[config.mk]
export PLATFORM = sky130hd
export DESIGN_NAME = julian_day_to_calendar_date_top_flat
export DESIGN_NICKNAME = d
export VERILOG_FILES = /design/src/rtl/core/jd2cal_pkg.sv /design/src/rtl/core/jd2cal_if.sv /design/src/rtl/core/julian_day_to_calendar_date_top.sv /design/src/flat_wrapper.sv
export SDC_FILE = /design/constraint.sdc
export NUM_CORES = 1
export LEC_CHECK = 0
export BUFFER_PORTS_ARGS = -buffer_cell sky130_fd_sc_hd__buf_4
export CAP_MARGIN = 20
export CORE_UTILIZATION = 57
export CTS_CLUSTER_DIAMETER = 200
export CTS_CLUSTER_SIZE = 25
export DETAILED_ROUTE_END_ITERATION = 8
export GPL_ROUTABILITY_DRIVEN = 0
export PLACE_DENSITY = 0.79
export SYNTH_ARGS = -nofsm -noshare
export SYNTH_HDL_FRONTEND = slang
export SYNTH_SLANG_ARGS = --single-unit
[constraint.sdc]
create_clock -name clk -period 6.5 [get_ports clk]
set_input_delay 1.3 -clock clk [delete_from_list [all_inputs] [get_ports clk]]
set_output_delay 1.3 -clock clk [all_outputs]
set_load 0.005 [all_outputs]
[src/rtl/core/jd2cal_pkg.sv]
// jd2cal_pkg: widths, span limits, fixed-point reciprocals and small date tables
// for the julian day to calendar date converter; no dependencies
package jd2cal_pkg;

  localparam int JD_W    = 22;
  localparam int YEAR_W  = 12;
  localparam int MONTH_W = 4;
  localparam int DOM_W   = 5;
  localparam int DOY_W   = 9;

  // day counted from 1 nov 1 bc
  localparam int U_W = 20;
  // 100*u - 12210, scaled day count
  localparam int V_W = 27;
  localparam int P100_W = 29;
  // days from the start of a march based year, always below 512
  localparam int W_W = 9;
  localparam int A_W = 20;

  localparam logic [JD_W-1:0] JD_SPAN_LO = 22'd2415386;
  localparam logic [JD_W-1:0] JD_SPAN_HI = 22'd2488128;
  localparam logic [JD_W-1:0] JD_BASE    = 22'd1720982;
  // 100*base + 12210
  localparam logic [P100_W-1:0] V_OFS    = 29'd172110410;

  // ceil(2^43 / 36525), exact floor for v below 2^27
  localparam int YR_RECIP_W = 28;
  localparam int YR_SHIFT   = 43;
  localparam logic [YR_RECIP_W-1:0] YR_RECIP = 28'd240823903;

  // ceil(2^28 * 10000 / 306001), exact floor for w below 512
  localparam int MO_RECIP_W = 24;
  localparam int MO_SHIFT   = 28;
  localparam logic [MO_RECIP_W-1:0] MO_RECIP = 24'd8772372;

  localparam logic [MONTH_W-1:0] MO_JAN_NEXT = 4'd14;
  localparam logic [MONTH_W-1:0] MO_FEB_NEXT = 4'd15;
  localparam logic [MONTH_W-1:0] MO_FEB      = 4'd2;
  localparam logic [MONTH_W-1:0] MO_DEC      = 4'd12;
  localparam logic [YEAR_W-1:0]  YR_CENT_LO  = 12'd1900;
  localparam logic [YEAR_W-1:0]  YR_CENT_HI  = 12'd2100;

  // floor(30.6001 * m)
  function automatic logic [W_W-1:0] month_offset(input logic [MONTH_W-1:0] m);
    logic [W_W-1:0] r;
    case (m)
      4'd0:    r = 9'd0;
      4'd1:    r = 9'd30;
      4'd2:    r = 9'd61;
      4'd3:    r = 9'd91;
      4'd4:    r = 9'd122;
      4'd5:    r = 9'd153;
      4'd6:    r = 9'd183;
      4'd7:    r = 9'd214;
      4'd8:    r = 9'd244;
      4'd9:    r = 9'd275;
      4'd10:   r = 9'd306;
      4'd11:   r = 9'd336;
      4'd12:   r = 9'd367;
      4'd13:   r = 9'd397;
      4'd14:   r = 9'd428;
      default: r = 9'd459;
    endcase
    return r;
  endfunction

  // days before month 1..12 in a common year
  function automatic logic [DOY_W-1:0] days_before(input logic [MONTH_W-1:0] m);
    logic [DOY_W-1:0] r;
    case (m)
      4'd1:    r = 9'd0;
      4'd2:    r = 9'd31;
      4'd3:    r = 9'd59;
      4'd4:    r = 9'd90;
      4'd5:    r = 9'd120;
      4'd6:    r = 9'd151;
      4'd7:    r = 9'd181;
      4'd8:    r = 9'd212;
      4'd9:    r = 9'd243;
      4'd10:   r = 9'd273;
      4'd11:   r = 9'd304;
      4'd12:   r = 9'd334;
      default: r = 9'd0;
    endcase
    return r;
  endfunction

endpackage

[src/rtl/core/jd2cal_if.sv]
// jd2cal_in_if and jd2cal_out_if: valid/ready channels for julian day words
// and calendar date words; depends on jd2cal_pkg
interface jd2cal_in_if;
  logic                          valid;
  logic                          ready;
  logic [jd2cal_pkg::JD_W-1:0]   julian_day;

  modport source (output valid, output julian_day, input ready);
  modport sink   (input valid, input julian_day, output ready);
endinterface

interface jd2cal_out_if;
  logic                            valid;
  logic                            ready;
  logic [jd2cal_pkg::YEAR_W-1:0]   year;
  logic [jd2cal_pkg::MONTH_W-1:0]  month;
  logic [jd2cal_pkg::DOM_W-1:0]    day_of_month;
  logic [jd2cal_pkg::DOY_W-1:0]    day_of_year;
  logic                            out_of_span;

  modport source (output valid, output year, output month, output day_of_month,
                  output day_of_year, output out_of_span, input ready);
  modport sink   (input valid, input year, input month, input day_of_month,
                  input day_of_year, input out_of_span, output ready);
endinterface

[src/rtl/core/julian_day_to_calendar_date_top.sv]
// julian_day_to_calendar_date_top: six stage pipeline from julian day number to
// gregorian date; depends on jd2cal_pkg, jd2cal_in_if and jd2cal_out_if
//
// Takes one julian day word per cycle while ready is high and returns its date word,
// one result per input, in order. The stage count is set by the two reciprocal
// multiplies (years and months), each followed by a register, with the scaling,
// month table lookup and day of year sum in stages of their own. Each stage keeps
// its own valid bit and holds only when the stage after it is full and stalled,
// so the input keeps being taken while a finished date waits, until every stage is full.
// Days outside 1901-01-01 to 2100-02-28 give out_of_span with zero date fields.
module julian_day_to_calendar_date_top (
  input  logic              clk,
  input  logic              rst,
  jd2cal_in_if.sink         jd,
  jd2cal_out_if.source      date
);
  import jd2cal_pkg::*;

  localparam int STAGES = 6;
  localparam int YP_W = V_W + YR_RECIP_W;
  localparam int MP_W = W_W + MO_RECIP_W;

  logic [STAGES-1:0] vld;
  logic [STAGES:0]   adv;

  // stage 1
  logic [U_W-1:0]  s1_u;
  logic [V_W-1:0]  s1_v;
  logic            s1_oos;
  // stage 2
  logic [YP_W-1:0] s2_prod;
  logic [U_W-1:0]  s2_u;
  logic            s2_oos;
  // stage 3
  logic [YEAR_W-1:0] s3_years;
  logic [W_W-1:0]    s3_w;
  logic              s3_oos;
  // stage 4
  logic [MP_W-1:0]   s4_prod;
  logic [YEAR_W-1:0] s4_years;
  logic [W_W-1:0]    s4_w;
  logic              s4_oos;
  // stage 5
  logic [YEAR_W-1:0]  s5_year;
  logic [MONTH_W-1:0] s5_month;
  logic [DOM_W-1:0]   s5_day;
  logic               s5_oos;
  // stage 6
  logic [YEAR_W-1:0]  s6_year;
  logic [MONTH_W-1:0] s6_month;
  logic [DOM_W-1:0]   s6_day;
  logic [DOY_W-1:0]   s6_doy;
  logic               s6_oos;

  logic [P100_W-1:0]  p100;
  logic [YEAR_W-1:0]  years_c;
  logic [A_W-1:0]     a_c;
  logic [MONTH_W-1:0] months_c;
  logic [W_W-1:0]     dom_c;
  logic [MONTH_W-1:0] month_next;
  logic [YEAR_W-1:0]  year_next;
  logic               leap;
  logic [DOY_W-1:0]   doy_next;

  // per stage flow control
  always_comb begin
    adv[STAGES] = date.ready;
    for (int k = STAGES - 1; k >= 0; k--) begin
      adv[k] = !vld[k] || adv[k+1];
    end
  end

  assign jd.ready = adv[0];

  always_ff @(posedge clk) begin
    if (rst) begin
      vld <= '0;
    end else begin
      if (adv[0]) vld[0] <= jd.valid;
      for (int k = 1; k < STAGES; k++) begin
        if (adv[k]) vld[k] <= vld[k-1];
      end
    end
  end

  // datapath
  always_comb begin
    p100 = P100_W'(jd.julian_day) * P100_W'(100);

    years_c = s2_prod[YP_W-1 -: YEAR_W];
    a_c = A_W'(s2_prod[YP_W-1 -: YEAR_W]) * A_W'(365)
        + A_W'(s2_prod[YP_W-1 -: YEAR_W] >> 2);

    months_c = s4_prod[MO_SHIFT +: MONTH_W];
    dom_c = s4_w - month_offset(s4_prod[MO_SHIFT +: MONTH_W]);
    if (months_c == MO_JAN_NEXT || months_c == MO_FEB_NEXT) begin
      month_next = months_c - 4'd13;
      year_next  = s4_years + 12'd1;
    end else begin
      month_next = months_c - 4'd1;
      year_next  = s4_years;
    end

    leap = (s5_year[1:0] == 2'b00) && (s5_year != YR_CENT_LO) && (s5_year != YR_CENT_HI);
    doy_next = DOY_W'(s5_day) + days_before(s5_month);
    if (leap && s5_month > MO_FEB && s5_month <= MO_DEC) begin
      doy_next = doy_next + 9'd1;
    end
  end

  always_ff @(posedge clk) begin
    if (adv[0]) begin
      s1_u   <= U_W'(jd.julian_day - JD_BASE);
      s1_v   <= V_W'(p100 - V_OFS);
      s1_oos <= (jd.julian_day < JD_SPAN_LO) || (jd.julian_day > JD_SPAN_HI);
    end
    if (adv[1]) begin
      s2_prod <= YP_W'(s1_v) * YP_W'(YR_RECIP);
      s2_u    <= s1_u;
      s2_oos  <= s1_oos;
    end
    if (adv[2]) begin
      s3_years <= years_c;
      s3_w     <= W_W'(s2_u - U_W'(a_c));
      s3_oos   <= s2_oos;
    end
    if (adv[3]) begin
      s4_prod  <= MP_W'(s3_w) * MP_W'(MO_RECIP);
      s4_years <= s3_years;
      s4_w     <= s3_w;
      s4_oos   <= s3_oos;
    end
    if (adv[4]) begin
      s5_year  <= year_next;
      s5_month <= month_next;
      s5_day   <= DOM_W'(dom_c);
      s5_oos   <= s4_oos;
    end
    if (adv[5]) begin
      s6_year  <= s5_oos ? '0 : s5_year;
      s6_month <= s5_oos ? '0 : s5_month;
      s6_day   <= s5_oos ? '0 : s5_day;
      s6_doy   <= s5_oos ? '0 : doy_next;
      s6_oos   <= s5_oos;
    end
  end

  assign date.valid        = vld[STAGES-1];
  assign date.year         = s6_year;
  assign date.month        = s6_month;
  assign date.day_of_month = s6_day;
  assign date.day_of_year  = s6_doy;
  assign date.out_of_span  = s6_oos;

  // out of span words carry an all zero date
  a_oos_zero: assert property (@(posedge clk) disable iff (rst)
    date.valid && date.out_of_span |->
      date.year == '0 && date.month == '0 && date.day_of_month == '0 &&
      date.day_of_year == '0)
    else $error("out of span word with nonzero date");

  // an in span date is a real calendar date
  a_date_ok: assert property (@(posedge clk) disable iff (rst)
    date.valid && !date.out_of_span |->
      date.month >= 4'd1 && date.month <= MO_DEC && date.day_of_month != '0 &&
      date.day_of_year != '0)
    else $error("in span word with impossible date");

  // input is held off only when every stage is full
  a_full_stall: assert property (@(posedge clk) disable iff (rst)
    !jd.ready |-> (&vld) && !date.ready)
    else $error("input stalled with a free stage");

endmodule

[src/flat_wrapper.sv]
// flat-port wrapper written by rule: the top's interface ports become plain ports
module julian_day_to_calendar_date_top_flat import jd2cal_pkg::*;
  (clk, rst, jd_valid, jd_julian_day, jd_ready, date_valid, date_year, date_month, date_day_of_month, date_day_of_year, date_out_of_span, date_ready);
  jd2cal_in_if jd_i ();
  jd2cal_out_if date_i ();
  input  logic clk;
  input  logic rst;
  input wire logic [$bits(jd_i.valid)-1:0] jd_valid;
  input wire logic [$bits(jd_i.julian_day)-1:0] jd_julian_day;
  output wire logic [$bits(jd_i.ready)-1:0] jd_ready;
  output wire logic [$bits(date_i.valid)-1:0] date_valid;
  output wire logic [$bits(date_i.year)-1:0] date_year;
  output wire logic [$bits(date_i.month)-1:0] date_month;
  output wire logic [$bits(date_i.day_of_month)-1:0] date_day_of_month;
  output wire logic [$bits(date_i.day_of_year)-1:0] date_day_of_year;
  output wire logic [$bits(date_i.out_of_span)-1:0] date_out_of_span;
  input wire logic [$bits(date_i.ready)-1:0] date_ready;
  assign jd_i.valid = jd_valid;
  assign jd_i.julian_day = jd_julian_day;
  assign jd_ready = jd_i.ready;
  assign date_valid = date_i.valid;
  assign date_year = date_i.year;
  assign date_month = date_i.month;
  assign date_day_of_month = date_i.day_of_month;
  assign date_day_of_year = date_i.day_of_year;
  assign date_out_of_span = date_i.out_of_span;
  assign date_i.ready = date_ready;
  julian_day_to_calendar_date_top u_core (.clk(clk), .rst(rst), .jd(jd_i), .date(date_i));
endmodule
==> impl_metrics.yaml, run 1 <==
global_route:
  grt_pass1_vias: 20000
  grt-ovfl-total: 0
  grt_usage_pct: 27.7
  antenna_found_initial: 0
  grt_start_max_net_pins: 36
  grt_pass1_wl_mm: 99.6
clocking:
  cts_max_path_buffers: 2
  root_buffer: "clkbuf_16"
  htreeDepth: 4
  clock_sinks: 174
  numCtsBuffers: 17
  ctsHoldBuffers: 0
  cts_tree: "done"
  insertion_delay_ns: 0.47
  clk_pin_slew_ns: 0.08
sta:
  grt_setup_unrepaired: "yes"
  hold_ws_ns: 0.408
  drv_slew: 0
  setup_violations: 2
  hold_viol_final: 0
  maxSlewHeadroom_pct: 29.6
  period_needed_ns: 6.59
  fin_ws_ns: -0.0896
  worst_slew_pin_slew_ns: 1.05
  finalCritPeriodShare_pct: 101
  max_freq_mhz: 152
  fin_skew_ns: 0.0208
critical_path:
  crit_fanout: 5
  start_kind: "flop"
  crit_buf_inv: 9
  worst_path_max_delay_cell: "fa_1"
  worst_setup_path_end_kind: "flop"
  worst-setup-path-type: "flop to flop"
  rr_startpoint: "u_core.s1_v[15]$_DFFE_PP_"
  crit_path_start: "u_core.s1_v[15]$_DFFE_PP_"
  critPathArrivalTime_ns: 6.80
  cp.required_ns: 6.71
  crit_family: "adder cells"
  cpPeakStageDelay_ns: 0.54
flow_run:
  maxCapViolCount: 0
final_layout:
  drive_above_1_share_pct: 13.8
  area_growth_pct: 13.4
  final_cells: 3318
  nets: 3592
logic_synthesis:
  synth_area_mm2: 0.0261
  synth_edf_count: 154
  synth-seq-area-share_pct: 19.3
  synth_fp_nets: 3358
  synthArstFlopShare_pct: 0
  netlist_instances: 2478
  synth.avg_cell_area_um2: 10.5
  synth-main-ff-cell: "edfxtp_1"
  synth_seq_cells: 174
  synth_cell_types: 78
  yosysWarnings: 0
detailed_routing:
  drt-vias-per-instance: 5.53
  firstDrtPassIters: 5
  drcViolationCount: 0
  finalWirelength_mm: 65.0
  drtIter0Drc: 1052
  route.vias.total: 18400
  wire_per_inst_um: 19.6
  ant_nets: 0
hold_path:
  hold_class: "flop to flop"
  hp-start: "u_core.s3_years[0]$_DFFE_PP_"
placed_design:
  hpwl_mm: 52.8
  port_buffers: 58
  dp_cells: 3256
die:
  die_x_um: 216
  io_pins: 59
  initial_core_util_pct: 58.4
  design.die.area_mm2: 0.0466
  rows: 77
  die_h_um: 216
  core_mm2: 0.0446
status:
  status: "complete, but fails checks"
  violations: "negative setup slack"
[per-stage QoR]
step	setup WS [ns]	utilization (%)	TNS, ns	instance area (um2)
after global routing	-0.354	66.2	-1.83	29500
after global placement	-0.158	63.2	-0.554	28200
after CTS	0.00218	64.9	0	28900
after floorplan	0.000677	-	0	26100
after detailed placement	-0.281	63.2	-1.69	28200
final	-0.0896	66.2	-0.106	29600
[Yosys cell counts (all sizes together) (3+ instances only)]
master / number / area (um2)
mux2i: 6 / 60.1
nand3: 19 / 95.1
a31o: 3 / 26.3
inv: 750 / 2820
o21a: 8 / 60.1
and2: 7 / 45.1
or2: 5 / 31.3
clkbuf: 6 / 22.5
o22ai: 3 / 18.8
nor3b: 3 / 22.5
a21o: 51 / 383
a311oi: 3 / 32.5
nand2b: 6 / 37.5
nand4: 23 / 144
o211a: 3 / 37.5
dfxtp: 20 / 400
a21oi: 76 / 384
nor2b: 32 / 208
o21bai: 10 / 75.1
nor3: 21 / 110
and4: 5 / 43.8
and3: 8 / 50.1
xnor2: 82 / 726
o31a: 7 / 62.6
nand2: 70 / 263
o211ai: 6 / 45.0
o31ai: 6 / 45.0
edfxtp: 154 / 4620
nor4: 6 / 50.0
a211oi: 9 / 72.6
nor2: 71 / 267
or3: 11 / 73.8
xor2: 33 / 289
a211o: 5 / 45.0
o21ai: 49 / 257
mux2: 6 / 67.6
fa: 400 / 8010
ha: 454 / 5680
a31oi: 10 / 68.8
[kinds of logic (layout without fill, tap and decap cells)]
kind of cell	count (synthesis)	in the layout	synth area share (%)
flip-flops	174	174	19.3
multiplexers	13	13	0.576
adder cells (fa/ha/maj)	854	854	52.5
XOR/XNOR	115	115	3.90
other	0	1	0
AO/OA/AOI/OAI	270	270	6.94
buffers and inverters	758	1005	11.0
AND/OR/NAND/NOR	294	294	5.78
[metal layers]
layer / share of wire, % / wire length (um) / vias up / GRT usage [%]
met1: 36 / 23500 / 8968 / 31.0
met5: 0 / 0 / - / 0
li1: - / - / 8285 / -
met3: 7.3 / 4760 / 334 / 5.57
met4: 7.2 / 4700 / 0 / 16.4
met2: 49 / 32000 / 770 / 48.8
[worst reg2reg max path: cells and delay by family (launching register included)]
kind / cells / cell delay [ns]
XOR/XNOR: 1 / 0.09
AO/OA/AOI/OAI: 6 / 1.23
flip-flops: 1 / 0.42
adder cells (fa/ha/maj): 8 / 3.34
AND/OR/NAND/NOR: 1 / 0.24
buffers and inverters: 9 / 1.04
[sequential cells by signal, indices dropped and copies added (netlist names), 5 cells and up, named ones only]
name	flops
u_core.s1_v	25
u_core.date.year	12
u_core.s2_prod	12
u_core.s3_years	12
u_core.s4_years	12
u_core.s5_year	12
u_core.date.day_of_year	9
u_core.s1_u	9
u_core.s2_u	9
u_core.s3_w	9
u_core.vld	6
u_core.date.day_of_month	5
u_core.s4_w	5
u_core.s5_day	5
[worst paths after layout]
path	depth (start not counted)	to	slack, ns
setup reg to reg	25	u_core.s2_prod[52]$_DFFE_PP_	-0.09
hold reg to reg	0	u_core.s4_years[0]$_DFFE_PN_	0.41
hold / removal	0	u_core.s4_years[0]$_DFFE_PN_	0.41
setup / recovery	25	u_core.s2_prod[52]$_DFFE_PP_	-0.09
[area by class of cell]
cell class,instances,area [um2]
antenna,1,2.50
clock buffer,19,433
clock inverter,13,176
fill,3112,15100
inverter,750,2820
multi-input combinational,1546,18600
sequential,174,5020
tap,592,741
timing repair buffer,223,1720
[placed cells by master (no fill, tap or decap), types with 5 or more instances in the layout]
| cell type | n |
|---|---|
| inv_1 | 730 |
| ha_1 | 424 |
| fa_1 | 380 |
| buf_4 | 217 |
| edfxtp_1 | 154 |
| xnor2_1 | 81 |
| nor2_1 | 71 |
| nand2_1 | 70 |
| a21oi_1 | 68 |
| a21o_1 | 51 |
| o21ai_0 | 37 |
| xor2_1 | 33 |
| nor2b_1 | 30 |
| nand4_1 | 23 |
| ha_4 | 22 |
| fa_2 | 20 |
| dfxtp_1 | 20 |
| inv_2 | 19 |
| nand3_1 | 19 |
| nor3_1 | 17 |
| clkbuf_16 | 17 |
| o21bai_1 | 10 |
| or3_1 | 10 |
| o21ai_1 | 9 |
| o21a_1 | 8 |
| a21oi_2 | 8 |
| a31oi_1 | 8 |
| ha_2 | 8 |
| and3_1 | 7 |
| a211oi_1 | 6 |
| mux2i_1 | 6 |
| o211ai_1 | 6 |
| and2_1 | 6 |
| nand2b_1 | 6 |
| o31a_1 | 6 |
| and4_1 | 5 |
| or2_2 | 5 |
| o31ai_1 | 5 |
| mux2_2 | 5 |
[timing repair]
item                                    CTS  global route
pin swaps                                15            90
endpoints found under the hold margin     0             0
setup buffers                             7            21
resized for setup                        15            93
endpoints found under the setup margin   10            12
Power of run 1 is left out: the tool's default activity adds up to more than one toggle a clock period on the data nets, which glitch-free logic cannot reach.
==> run 2: changes to the inputs <==
- SKIP_CTS_REPAIR_TIMING: unset -> 1
==> run 2 against run 1 <==
The flow still finishes with violations (negative setup slack). Final cell count increased by 0.24%. Global-route usage is 0.14 points lower. Non-clock buffer count rose by 8. Sequential share of layout area is 0.15 points lower. Worst hold slack improved by 0.00054 ns. Register-to-register slack lost 0.20 ns. Setup slack lost 0.20 ns. Critical path depth fell by 2. Via count rose by 0.98%. Design area increased by 0.90%. Critical endpoint unchanged.
==> impl_metrics.yaml, run 2 (synthesis results as in run 1) <==
detailed_routing:
  route.vias.total: 18500
  ant_nets: 0
  drtIter0Drc: 1187
  finalWirelength_mm: 67.2
  firstDrtPassIters: 5
  wire_per_inst_um: 20.2
  drcViolationCount: 0
  drt-vias-per-instance: 5.57
clocking:
  clock_sinks: 174
  cts_tree: "done"
  root_buffer: "clkbuf_16"
  clk_pin_slew_ns: 0.08
  htreeDepth: 4
  insertion_delay_ns: 0.46
  cts_max_path_buffers: 2
  numCtsBuffers: 17
placed_design:
  port_buffers: 58
  place_area_mm2: 0.0282
  hpwl_mm: 52.8
sta:
  period_needed_ns: 6.79
  fin_skew_ns: 0.0190
  fin_setup_tns_ns: -2.03
  hold_ws_ns: 0.409
  maxSlewHeadroom_pct: 29.5
  fin_ws_ns: -0.293
  max_freq_mhz: 147
  drv_slew: 0
  setup_violations: 12
  hold_viol_final: 0
  worst_slew_pin_slew_ns: 1.05
  finalCritPeriodShare_pct: 105
  grt_setup_unrepaired: "yes"
die:
  io_pins: 59
  core_mm2: 0.0446
  rows: 77
  die_h_um: 216
  die_x_um: 216
  initial_core_util_pct: 58.4
  design.die.area_mm2: 0.0466
hold_path:
  hp-start: "u_core.s3_years[0]$_DFFE_PP_"
  hold_class: "flop to flop"
  whs_path_depth: 0
critical_path:
  critPathArrivalTime_ns: 7.00
  crit_end: "u_core.s2_prod[52]$_DFFE_PP_"
  crit_fanout: 5
  worstReg2RegEnd: "u_core.s2_prod[52]$_DFFE_PP_"
  cp.required_ns: 6.71
  crit_path_start: "u_core.s1_v[14]$_DFFE_PP_"
  worst_setup_path_end_kind: "flop"
  r2r_cells: 23
  rr_startpoint: "u_core.s1_v[14]$_DFFE_PP_"
  rrSetupSlack_ns: -0.29
  start_kind: "flop"
  worst-setup-path-type: "flop to flop"
final_layout:
  nFillCells: 3047
  seqCellArea_mm2: 0.00502
  drive_above_1_share_pct: 15.3
  mostFrequentLayoutCell: "inv_1"
  largest_register_ffs: 25
  multiInputGateArea_mm2: 0.0188
  final_cell_mix: "711 x inv_1, 414 x ha_1, 375 x fa_1, 221 x buf_4, 154 x edfxtp_1"
  nets: 3600
  stdcell_area_mm2: 0.0298
  top_register: "u_core.s1_v"
  area_growth_pct: 14.5
global_route:
  grt_pass1_vias: 19900
  grt_start_max_net_pins: 36
  top_usage_layer: "met2"
  grt-ovfl-total: 0
  grtUsageMet1_pct: 31.0
  met3_usage_pct: 5.62
  grt_usage_pct: 27.5
  grt_pass1_wl_mm: 99.2
  antenna_found_initial: 1
  use_met2_pct: 48.8
status:
  status: "complete, but fails checks"
  violations: "negative setup slack"
flow_run:
  maxCapViolCount: 0
## run 2: critical path, stage by stage (launching register included)
cell	delay, ns
edfxtp_1	0.53
buf_6	0.18
buf_4	0.13
ha_4	0.21
buf_4	0.16
ha_1	0.29
fa_1	0.53
inv_1	0.07
fa_1	0.52
inv_1	0.15
fa_1	0.69
inv_1	0.14
fa_2	0.52
fa_1	0.58
inv_1	0.05
ha_1	0.37
a21oi_2	0.24
nand2_1	0.09
o21ai_1	0.17
o211ai_1	0.11
buf_4	0.17
a221o_1	0.31
a31oi_1	0.20
xnor2_1	0.09
## run 2: worst min-delay path by stage
stage | to | slack [ns]
4_1_cts | u_core.s4_years[0]$_DFFE_PN_ | 0.41
3_5_place_dp | u_core.s4_years[8]$_DFFE_PN_ | 0.41
6_report | u_core.s4_years[0]$_DFFE_PN_ | 0.41
5_1_grt | u_core.s4_years[0]$_DFFE_PN_ | 0.42
2_1_floorplan | u_core.s2_oos$_DFFE_PP_ | 0.40
3_3_place_gp | u_core.s4_years[2]$_DFFE_PN_ | 0.40
## run 2: final cells by class
cell class,count,area share [%]
multi-input cells,1546,63.2
well taps,592,2.48
clock buffers,19,1.45
flip-flops and latches,174,16.9
clock inverters,13,0.592
repair buffers,231,6.01
inverters,750,9.44
diodes,1,0.00839
## run 2: layer usage
layer	part of all wire (%)	wire (um)	up-vias
met5	0.019	13	-
met4	7.7	5150	2
met3	8.1	5440	312
met2	49	32700	846
met1	36	23900	9075
li1	-	-	8302
## run 2: per-stage QoR
| stage | std cells | utilization, % | setup slack (ns) |
|---|---|---|---|
| 6_report | 3326 | 66.8 | -0.293 |
| 5_1_grt | 3325 | 66.8 | -0.415 |
| 4_1_cts | 3288 | 64.6 | -0.323 |
| 3_5_place_dp | 3256 | 63.2 | -0.281 |
| 3_3_place_gp | 3256 | 63.2 | -0.158 |
| 2_1_floorplan | 2478 | - | 0.000677 |
Power of run 2 is left out for the same reason.
==> run 3: changes to the inputs <==
- CORE_UTILIZATION: 57 -> 40
- PLACE_DENSITY: 0.79 -> 0.6
==> run 3 against run 2 <==
The run now ends clean. First-iteration DRC count fell by 33%. Flip-flop and latch count is the same. Via count decreased by 5.7%. Critical path type unchanged. Critical endpoint unchanged. Largest cell class unchanged. Highest routed layer unchanged.
==> impl_metrics.yaml, run 3 (synthesis results as in run 1) <==
sta:
  setup_violations: 0
  finalCritPeriodShare_pct: 99.0
  hold_viol_final: 0
  fin_ws_ns: 0.0670
  worst_slew_pin_slew_ns: 0.960
  maxSlewHeadroom_pct: 34.2
  grt_setup_unrepaired: "yes"
  max_freq_mhz: 155
  fin_skew_ns: 0.0184
  period_needed_ns: 6.43
  drv_slew: 0
critical_path:
  worst_setup_path_end_kind: "flop"
  worst-setup-path-type: "flop to flop"
  critPathArrivalTime_ns: 6.62
  cp.required_ns: 6.68
  crit_family: "adder cells"
  crit_top_cell: "inv_1"
  crit_fanout: 3
  crit_buf_inv: 8
  cpPeakStageDelay_ns: 0.58
  worst_path_max_delay_cell: "fa_1"
  start_kind: "flop"
global_route:
  grt-ovfl-total: 0
  antenna_found_initial: 3
  grt_start_max_net_pins: 37
  grt_pass1_vias: 18800
  grt_pass1_wl_mm: 98.9
  grt_usage_pct: 19.2
clocking:
  clk_pin_slew_ns: 0.08
  htreeDepth: 4
  clock_sinks: 174
  cts_tree: "done"
  cts_max_path_buffers: 2
  root_buffer: "clkbuf_16"
  insertion_delay_ns: 0.45
  numCtsBuffers: 17
detailed_routing:
  wire_per_inst_um: 16.9
  drt-vias-per-instance: 4.83
  finalWirelength_mm: 61.1
  drtIter0Drc: 801
  drcViolationCount: 0
  firstDrtPassIters: 4
  ant_nets: 0
  route.vias.total: 17500
final_layout:
  seqCellArea_mm2: 0.00502
  nFillCells: 5960
  stdcell_area_mm2: 0.0302
  n_antenna_cell: 0
  mostFrequentLayoutCell: "inv_1"
  largest_register_ffs: 25
  drive_above_1_share_pct: 15.3
  final_cell_mix: "727 x inv_1, 422 x ha_1, 381 x fa_1, 248 x buf_4, 154 x edfxtp_1"
  nets: 3628
  area_growth_pct: 16.0
  top_register: "u_core.s1_v"
  multiInputGateArea_mm2: 0.0187
status:
  status: "finished, final reports clean"
die:
  die_h_um: 257
  die_x_um: 257
  initial_core_util_pct: 40.5
  rows: 93
  design.die.area_mm2: 0.0662
  core_mm2: 0.0643
  io_pins: 59
placed_design:
  place_worst_setup_slack_ns: -0.276
  port_buffers: 58
  place_area_mm2: 0.0288
  hpwl_mm: 54.1
hold_path:
  hold_class: "flop to flop"
flow_run:
  maxCapViolCount: 0
## run 3: stage by stage
| step | hold slack, ns | util, % | cells | setup TNS [ns] |
|---|---|---|---|---|
| after floorplan | 0.400 | - | 2478 | 0 |
| after global placement | 0.407 | 44.7 | 3551 | -1.10 |
| after detailed placement | 0.406 | 44.7 | 3551 | -1.42 |
| after CTS | 0.424 | 45.6 | 3583 | -1.75 |
| after global routing | 0.428 | 46.9 | 3616 | -0.320 |
| final | 0.418 | 46.9 | 3616 | 0 |
## run 3: per-layer routing
metal	part of all wire, %	vias up	global-route usage, %
met5	0.021	-	0
met4	3.2	2	5.77
met3	4.3	86	2.57
met2	50	350	34.3
met1	42	8675	23.9
li1	-	8361	-
## run 3: cell type report
cell class                 instances  area share [%]
clock buffer                      18            1.45
clock inverter                    14           0.460
inverter                         750            9.33
multi-input combinational       1546            61.9
sequential                       174            16.6
tap                              855            3.54
timing repair buffer             259            6.65
## run 3: path summary, 6_finish.rpt
kind | slack, ns | depth (start not counted) | endpoint | from
worst min-delay path | 0.42 | 0 | u_core.s4_years[3]$_DFFE_PN_ | u_core.s3_years[3]$_DFFE_PP_
worst min register to register | 0.42 | 0 | u_core.s4_years[3]$_DFFE_PN_ | u_core.s3_years[3]$_DFFE_PP_
worst max register to register | 0.07 | 25 | u_core.s2_prod[52]$_DFFE_PP_ | u_core.s1_v[8]$_DFFE_PP_
worst max-delay path | 0.07 | 25 | u_core.s2_prod[52]$_DFFE_PP_ | u_core.s1_v[8]$_DFFE_PP_
Power of run 3 is left out for the same reason.
